$ cat src/design/symbol_table_greedy_encoder_defines.svh
// Assertion macros used by the top encoder module.
`ifndef SYMBOL_TABLE_GREEDY_ENCODER_DEFINES_SVH
`define SYMBOL_TABLE_GREEDY_ENCODER_DEFINES_SVH

// Check that a condition implies a consequence in the same cycle.
`define STGE_ASSERT_IMP(label, clk_s, rst_s, ante, cons) \
    label: assert property (@(posedge clk_s) disable iff (!rst_s) (ante) |-> (cons)) \
        else $error("assertion failed");

// Check that a condition implies a consequence in the next cycle.
`define STGE_ASSERT_NEXT(label, clk_s, rst_s, ante, cons) \
    label: assert property (@(posedge clk_s) disable iff (!rst_s) (ante) |=> (cons)) \
        else $error("assertion failed");

`endif

$ cat src/design/stge_pkg.sv
`default_nettype none
package stge_pkg;
    localparam int unsigned WIN_BYTES = 8;
    localparam logic [7:0]  ESC_CODE  = 8'd255;
    localparam logic        OP_LOAD   = 1'b0;
    localparam logic        OP_MATCH  = 1'b1;
    localparam logic [1:0]  REG_SYMBOL_COUNT = 2'd0;

    typedef struct packed {
        logic [63:0] window;
        logic [3:0]  limit;
        logic [7:0]  count;
        logic [3:0]  top_len;
        logic [7:0]  top_code;
        logic        active;
    } stge_token_t;
endpackage
`default_nettype wire

$ cat src/design/stge_cell.sv
`default_nettype none
module stge_cell
#(
    parameter logic [7:0] INDEX = 8'd0
)
(
    input  wire logic        clk,
    input  wire logic        rst_n,
    input  wire logic        load_en,
    input  wire logic [63:0] load_bytes,
    input  wire logic [3:0]  load_length,
    input  wire stge_pkg::stge_token_t tok_in,
    output stge_pkg::stge_token_t tok_out
);
    import stge_pkg::*;

    logic [63:0] sym_reg;
    logic [3:0]  len_reg;
    stge_token_t tok_reg;
    stge_token_t tok_next;
    logic [63:0] mask;
    logic        hit;

    always_ff @(posedge clk)
    begin
        if (load_en)
        begin
            sym_reg <= load_bytes;
            len_reg <= load_length;
        end
    end

    always_comb
    begin
        mask = '0;
        for (int b = 0; b < WIN_BYTES; b++)
        begin
            if (4'(b) < len_reg)
            begin
                mask[b*8 +: 8] = 8'hFF;
            end
        end
        hit = (INDEX < tok_in.count) && (len_reg != 4'd0) && (len_reg <= tok_in.limit)
              && (len_reg > tok_in.top_len) && (((sym_reg ^ tok_in.window) & mask) == '0);
        tok_next = tok_in;
        if (hit)
        begin
            tok_next.top_len  = len_reg;
            tok_next.top_code = INDEX;
        end
    end

    always_ff @(posedge clk or negedge rst_n)
    begin
        if (!rst_n)
        begin
            tok_reg <= '0;
        end
        else
        begin
            tok_reg <= tok_next;
        end
    end

    assign tok_out = tok_reg;
endmodule
`default_nettype wire

$ cat config.mk
export PLATFORM = sky130hd
export DESIGN_NAME = stge_cell
export DESIGN_NICKNAME = d
export VERILOG_FILES = /design/src/design/symbol_table_greedy_encoder_defines.svh /design/src/design/stge_pkg.sv /design/src/design/stge_cell.sv
export SDC_FILE = /design/constraint.sdc
export NUM_CORES = 1
export LEC_CHECK = 0
export BUFFER_PORTS_ARGS = -buffer_cell sky130_fd_sc_hd__buf_2
export CORE_MARGIN = 5
export CORE_UTILIZATION = 46
export CTS_BUF_LIST = sky130_fd_sc_hd__clkbuf_16
export DETAILED_ROUTE_END_ITERATION = 6
export PLACE_DENSITY = 0.77
export SYNTH_ARGS = -nofsm -noshare
export SYNTH_HDL_FRONTEND = slang
export SYNTH_SLANG_ARGS = --single-unit
$ cat constraint.sdc
create_clock -name clk -period 2.5 [get_ports clk]
set_input_delay 0.5 -clock clk [delete_from_list [all_inputs] [get_ports clk]]
set_output_delay 0.5 -clock clk [all_outputs]
set_load 0.005 [all_outputs]
Word-level counts from Yosys, hierarchy flattened
Cells that the tools add are included.

Bits in registers: 157. Input bits: 160. Output and inout bits: 89. Logic and storage cells: 36.

$lt $le $gt $ge: 11. Muxes and demuxes: 9. Bitwise logic cells: 2. Reduce and logical (&&, ||, !) cells: 6.

Operators with widths (count): bitwise AND 64 bit (1); logical NOT 64 bit (1); two-way mux 8 bit (8); XOR 64 bit (1); less-than comparator 3 x 4 -> 1 bit (first input constant) (4); two-way mux 12 bit (1); less-than comparator 1 x 4 -> 1 bit (first input constant) (2); less-than comparator 1 x 8 -> 1 bit (first input constant) (1); less-than comparator 2 x 4 -> 1 bit (first input constant) (2); > comparator 4 bit (1); less-or-equal comparator 4 bit (1); logical AND 1 bit (4); nonzero test 4 bit (1).

Depth between registers and ports, before layout
Gate-level depths: netlist of run 1.

Depth after elaboration: 6. Gate-level depth with buffers: 9. Mapped depth without buffers: 8.

Least setup slack after synthesis of run 1
Ideal clock, no wire load.

Kind: input-to-reg. Start point: input port tok_in[23] in the netlist's numbering. End point: register tok_reg, in the netlist tok_out[10]. Setup time: 125 ps. Data arrival time: 2174 ps. Required time: 2375 ps. Setup slack: 201 ps. Stages: 9. Path buffers: 1. Path through: inv_1 -> ha_1 -> a21oi_1 -> o22ai_1 -> o22a_1 -> a2111oi_2 -> nand4_1 -> buf_6 -> mux2_4.

RTL lines: start, declared (line stge_cell.sv:12) `input wire stge_pkg::stge_token_t tok_in,`; end signal, assigned (line stge_cell.sv:61) `tok_reg <= tok_next;`; end, declared (line stge_cell.sv:19) `stge_token_t tok_reg;`.

==> metrics.cfg, run 1 <==
[setup_path]
arrival_ps = 2620
cp-start-kind = flip-flop
crit_required_ps = 2800
r2r_slack_ps = 180
worstSetupEndpointType = flip-flop
critPathKind = reg2reg
critPathMaxFanout = 12

[global_route]
antenna_found_initial = 1
overflow = 0
grt_usage_pct = 18.6
first_global_vias = 3854
grt_max_degree = 90
grt_pass1_wl_microns = 20000

[yosys]
avgSynthCellArea_sq_um = 18.2
synth_ff_type = dfrtp_1
synth_cell_types = 29
syn-num-nets = 463
yosysWarnings = 0
yosys_register_bits = 157
synth_top_area_share_pct = 41.4
synth_most_common_cell = dfrtp_1
synth-edff-count = 68
netlist.top_cell.by_area = dfrtp_1
syn_area_sq_mm = 0.00538
synthTopCellsByArea = dfrtp_1 (41%), edfxtp_1 (38%), xor2_1 (7.2%)
ys_async_sr_fraction_pct = 56.7
syn_inst = 295
synth_commonest_cells = dfrtp_1 (89), edfxtp_1 (68), xor2_1 (44)
yosysSeqAreaShare_pct = 79.4

[place]
place_hpwl_microns = 9720
dp_cells = 694
numPortBuffers = 248
place.gp.congestion = 0.774

[clock_tree]
cts-root-buf = clkbuf_16
clock_sinks = 157
clk_latency_ps = 420
clk_transition_reported_paths_ps = 60
clockBufferDepth = 2
cts_tree = done
htreeDepth = 4
cts_buffers = 17

[pwr]
leakage_nw = 3.47
power_frac_seq_pct = 48.8
comb_power_share_pct = 8.4
p_switching_w = 0.00128
cellPowerDensity_mw_per_mm2 = 800
p_int_w = 0.00473
clkPwrFrac_pct = 42.9
swShare_pct = 21.2
peakVddDrop_uv = 671
totalPowerFinal_w = 0.00601

[routing]
dr_wl_met3_microns = 1150
via_per_inst = 4.64
wl_met1_microns = 4710
route.met2.wl_microns = 6420
dr.pass1.iters = 4
drtIter0Drc = 133
routedWlPerCell_microns = 17.2
drc = 0
vias = 3377
drt-total-wl_microns = 12500
routed.top_layer = met5
drtAntennaViolNets = 0

[die]
die_w_microns = 118
die-area_sq_mm = 0.0139
die_y_microns = 118
start_util_pct = 47.1
rows = 39
ios = 249
core_sq_mm = 0.0114

[sta]
setup_violations = 0
hold_viol_final = 0
finalCritPeriodShare_pct = 92.9
timing.final.max_slew_violations = 0
rsz0062_at_grt = false
max_freq_mhz = 431
tns_ps = 0
worst_slew_pin_slew_ps = 479
fin_worst_skew_ps = 6.37
layout_min_cycle_time_ps = 2320
slew_headroom_pct = 68.1

[final_layout]
final_net_count = 740
post-route-util_pct = 65.8
syn2layout_area_growth_pct = 39.7
diodes = 0
stdcell_count = 728
fill_cells = 849
largest_reg_flops = 89
drive_gt1_share_pct = 50.8

[status]
status = finished, final reports clean

[job]
cap_viol_max_count = 0

[hold_path]
min_path_type = in2async

-- power groups by stage --
stage / Combinational (W) / Clock (W) / Sequential (W)
global route: 0.000562 / 0.00275 / 0.00295
detailed placement: 0.000507 / 0 / 0.00298
global placement: 0.000488 / 0 / 0.00297
floorplan: 0.000153 / 0 / 0.00299
CTS: 0.000509 / 0.00263 / 0.00293
finish: 0.000504 / 0.00258 / 0.00293
-- layer usage --
layer | vias to the layer above | GRT usage [%]
li1 | 1603 | -
met1 | 1596 | 21.1
met2 | 154 | 31.2
met3 | 22 | 8.36
met4 | 2 | 6.09
met5 | - | 0
-- path summary, 6_finish.rpt --
| kind | start | to | cells after the start |
|---|---|---|---|
| max | len_reg[1] | tok_out[10] | 9 |
| min | rst_n | tok_out[57] | 2 |
| max reg2reg | len_reg[1] | tok_out[10] | 9 |
| min reg2reg | len_reg[2] | tok_out[11] | 1 |
| max in group asynchronous | rst_n | tok_out[66] | 2 |
| min in group clk | tok_in[0] | tok_out[0] | 1 |
-- through the flow --
| stage | worst slack [ps] | area (sq um) | hold WS [ps] |
|---|---|---|---|
| global route | 6.82 | 7510 | 159 |
| floorplan | 201 | 5380 | 204 |
| detailed placement | 15.7 | 6880 | 582 |
| global placement | 27.5 | 6880 | 569 |
| CTS | 157 | 7480 | 135 |
| finish | 177 | 7510 | 121 |
-- area by class of cell --
class	count	area (sq um)	area share, %
clock inverters	14	149	1.98
clock buffers	18	450	6.00
flip-flops and latches	157	4270	56.8
well taps	143	179	2.38
multi-input cells	126	1070	14.2
inverters	10	37.5	0.500
repair buffers	260	1360	18.1
-- cell usage in the layout (no fill, tap or decap), drive strengths merged, types with 3 or more instances in the layout --
cell type and instances:
dfrtp 89, nor4 12, ha 8, nor3 3
clkinvlp 3, edfxtp 68, clkbuf 18, clkinv 5
bufinv 3, and2 8, a21oi 5, inv 13
nand4 6, xnor2 20, xor2 44, mux2 4
buf 260
-- cells by family after synthesis --
logic type | after synthesis | synth area share [%]
adder cells (fa/ha/maj) | 8 | 1.86
XOR/XNOR | 64 | 10.4
multiplexers | 4 | 0.978
flip-flops | 157 | 79.4
buffers and inverters | 12 | 0.978
AND/OR/NAND/NOR | 33 | 3.91
AO/OA/AOI/OAI | 17 | 2.42
-- timing repair --
item / CTS / global route
buffers inserted: 0 / 2
setup endpoints to repair: 0 / 2
hold buffers: 0 / 0
endpoints found under the hold margin: 0 / 0
gates resized for setup: 0 / 1
-- worst max-delay path, stage by stage, from the launching register on --
cell and delay (ps):
edfxtp_1 440, buf_4 170, ha_1 260, nand3_1 90, o22ai_1 80, o22a_1 210
a2111oi_4 320, nand4_1 130, buf_4 200, mux2_4 300
Power figures use the tool's default switching activity.
==> run 2: changes to the inputs <==
--- a/config.mk
+++ b/config.mk
@@ -10,7 +10,7 @@
 export CORE_UTILIZATION = 46
 export CTS_BUF_LIST = sky130_fd_sc_hd__clkbuf_16
 export DETAILED_ROUTE_END_ITERATION = 6
-export PLACE_DENSITY = 0.77
+export PLACE_DENSITY_LB_ADDON = 0.08
 export SYNTH_ARGS = -nofsm -noshare
 export SYNTH_HDL_FRONTEND = slang
 export SYNTH_SLANG_ARGS = --single-unit
==> run 2 against run 1 <==
Die area unchanged. Cell count decreased by 0.96%. Count of clock-buffer cells in the layout decreased by 1. Sequential power about the same. Power decreased by 0.85%. Non-clock buffer count decreased by 7. Critical path type unchanged. Critical endpoint is now tok_out[11]. Sequential share of layout area increased by 0.48 points. Largest power group unchanged.
==> metrics.cfg, run 2 (synthesis results as in run 1) <==
[setup_path]
worstSetupEndpointType = flip-flop
arrival_ps = 2670  ; +50 ps
cp-start-kind = flip-flop
critPathTopFamily = compound AO/OA/AOI/OAI gates
critPathBufInv = 1  ; -1
path_common_cell = nand4_1
cpMaxStageDelayCell = edfxtp_1
critPathMaxFanout = 12  ; unchanged
r2r-start = len_reg[1]
path_cells = ha_1 -> a41oi_1 -> nand4_1 -> a2111oi_4 -> nand4_1 -> buf_4 -> mux2_4
r2r-end = tok_out[11]
reg2regPathDepth = 7  ; -2
r2r_slack_ps = 120  ; -50 ps
critPathKind = reg2reg
slowest_delay_ps = 500  ; +60 ps
crit_required_ps = 2800  ; about the same

[final_layout]
final_common_cell = buf_2
mostFrequentLayoutCells = buf_2 (247), dfrtp_1 (89), edfxtp_1 (68)
fill_cells = 898  ; +5.8%
diodes = 0  ; unchanged
syn2layout_area_growth_pct = 38.5
stdcell_area_sq_mm = 0.00745  ; -0.83%
largest_reg_flops = 89  ; unchanged
post-route-util_pct = 65.2  ; -0.55 points
final_net_count = 733  ; -0.95%
drive_gt1_share_pct = 49.3  ; -1.5 points

[clock_tree]
cts_buffers = 17  ; unchanged
clk_transition_reported_paths_ps = 60  ; about the same
clk_latency_ps = 410  ; about the same
cts_tree = done
post-cts-setup-buffer-count = 0  ; unchanged
htreeDepth = 4  ; unchanged
clock_sinks = 157  ; unchanged
clockBufferDepth = 2  ; unchanged
cts-root-buf = clkbuf_16

[pwr]
cellPowerDensity_mw_per_mm2 = 800  ; about the same
comb_power_share_pct = 8.0  ; -0.4 points
p_switching_w = 0.00121  ; -5.0%
p_int_w = 0.00475  ; +0.27%
peakVddDrop_uv = 679  ; +1.1%
clkPwrFrac_pct = 42.8  ; about the same
leakage_nw = 3.45  ; -0.65%
swShare_pct = 20.3  ; -0.89 points
power_frac_seq_pct = 49.2  ; +0.4 points

[global_route]
antenna_found_initial = 1  ; unchanged
overflow = 0  ; unchanged
grt_usage_pct = 18.2  ; -0.39 points
grt_pass1_wl_microns = 19300  ; -3.5%
first_global_vias = 3775  ; -2.0%
grt_max_degree = 49  ; -46%

[routing]
drtAntennaViolNets = 0  ; unchanged
dr.pass1.iters = 4  ; unchanged
drc = 0  ; unchanged
vias = 3348  ; -0.86%
drt-total-wl_microns = 12200  ; -2.8%
via_per_inst = 4.64  ; +0.10%
routedWlPerCell_microns = 16.9  ; -1.8%
drtIter0Drc = 135  ; +1.5%

[die]
core_sq_mm = 0.0114  ; unchanged
die_w_microns = 118  ; unchanged
die-area_sq_mm = 0.0139  ; unchanged
die_y_microns = 118  ; unchanged
ios = 249  ; unchanged
start_util_pct = 47.1  ; unchanged
rows = 39  ; unchanged

[job]
cap_viol_max_count = 0  ; unchanged

[sta]
worst_slew_pin_slew_ps = 593  ; +114 ps
hold_viol_final = 0  ; unchanged
slew_headroom_pct = 60.5  ; -7.6 points
max_freq_mhz = 421  ; -2.2%
rsz0062_at_grt = false
layout_min_cycle_time_ps = 2380  ; +53.1 ps
finalCritPeriodShare_pct = 95.0  ; +2.1 points
timing.final.max_slew_violations = 0  ; unchanged
fin_worst_skew_ps = 3.11  ; -3.26 ps
setup_violations = 0  ; unchanged

[hold_path]
min_path_type = in2async

[place]
place.gp.congestion = 0.759  ; -1.8%
place_hpwl_microns = 9680  ; -0.38%
numPortBuffers = 248  ; unchanged
placed_cell_area_sq_mm = 0.00685  ; -0.55%

[status]
status = finished, final reports clean

## run 2: cell count changes in the layout (fill, tap and decap cells not counted), sizes merged
cell      previous run  this run
clkinv               5         6
clkinvlp             3         0
buf                260       253
bufinv               3         4
inv                 13        15
clkbuf              18        17
## run 2: power groups by stage
stage,logic [W],registers [W],clock network [W]
2_1_floorplan,0.000153,0.00299,0
3_3_place_gp,0.000477,0.00298,0
3_5_place_dp,0.000489,0.00298,0
4_1_cts,0.000491,0.00293,0.00261
5_1_grt,0.000538,0.00295,0.00274
6_report,0.000479,0.00293,0.00255
## run 2: cell type report
cell class	instances	area, sq um	share of cell area [%]
clock buffer	17	425	5.71
clock inverter	15	164	2.20
inverter	10	37.5	0.504
multi-input combinational	126	1070	14.3
sequential	157	4270	57.3
tap	143	179	2.40
timing repair buffer	253	1310	17.5
## run 2: how the worst max path moves through the flow
stage / start / endpoint / slack, ps / cells past startpoint
2_1_floorplan: tok_in[23] / tok_out[10] / 200 / 9
3_3_place_gp: tok_in[10] / tok_out[11] / 20 / 9
3_5_place_dp: tok_in[10] / tok_out[11] / -20 / 9
4_1_cts: len_reg[1] / tok_out[11] / 80 / 7
5_1_grt: len_reg[1] / tok_out[11] / 10 / 7
6_report: len_reg[1] / tok_out[11] / 120 / 7
## run 2: stage by stage
step                      setup TNS, ps  cells  hold WS [ps]  worst slack [ps]  total power, W
final                                 0    721          93.7               124         0.00596
after global routing                  0    721           126              13.8         0.00622
after detailed placement          -27.4    689           548             -15.4         0.00347
after CTS                             0    721           104              80.5         0.00604
after global placement                0    689           531              20.9         0.00345
after floorplan                       0    295           204               201         0.00314
## run 2: repair_timing
| item | in CTS | in global routing |
|---|---|---|
| hold buffers | 0 | 0 |
| setup endpoints to repair | 0 | 3 |
| gates resized for setup | 0 | 1 |
## run 2: layer usage
metal	GRT usage, %	routed length, microns	up-vias
li1	-	-	1589
met1	20.2	4460	1589
met2	30.1	6220	149
met3	8.65	1260	19
met4	7.10	214	2
met5	0	13	-
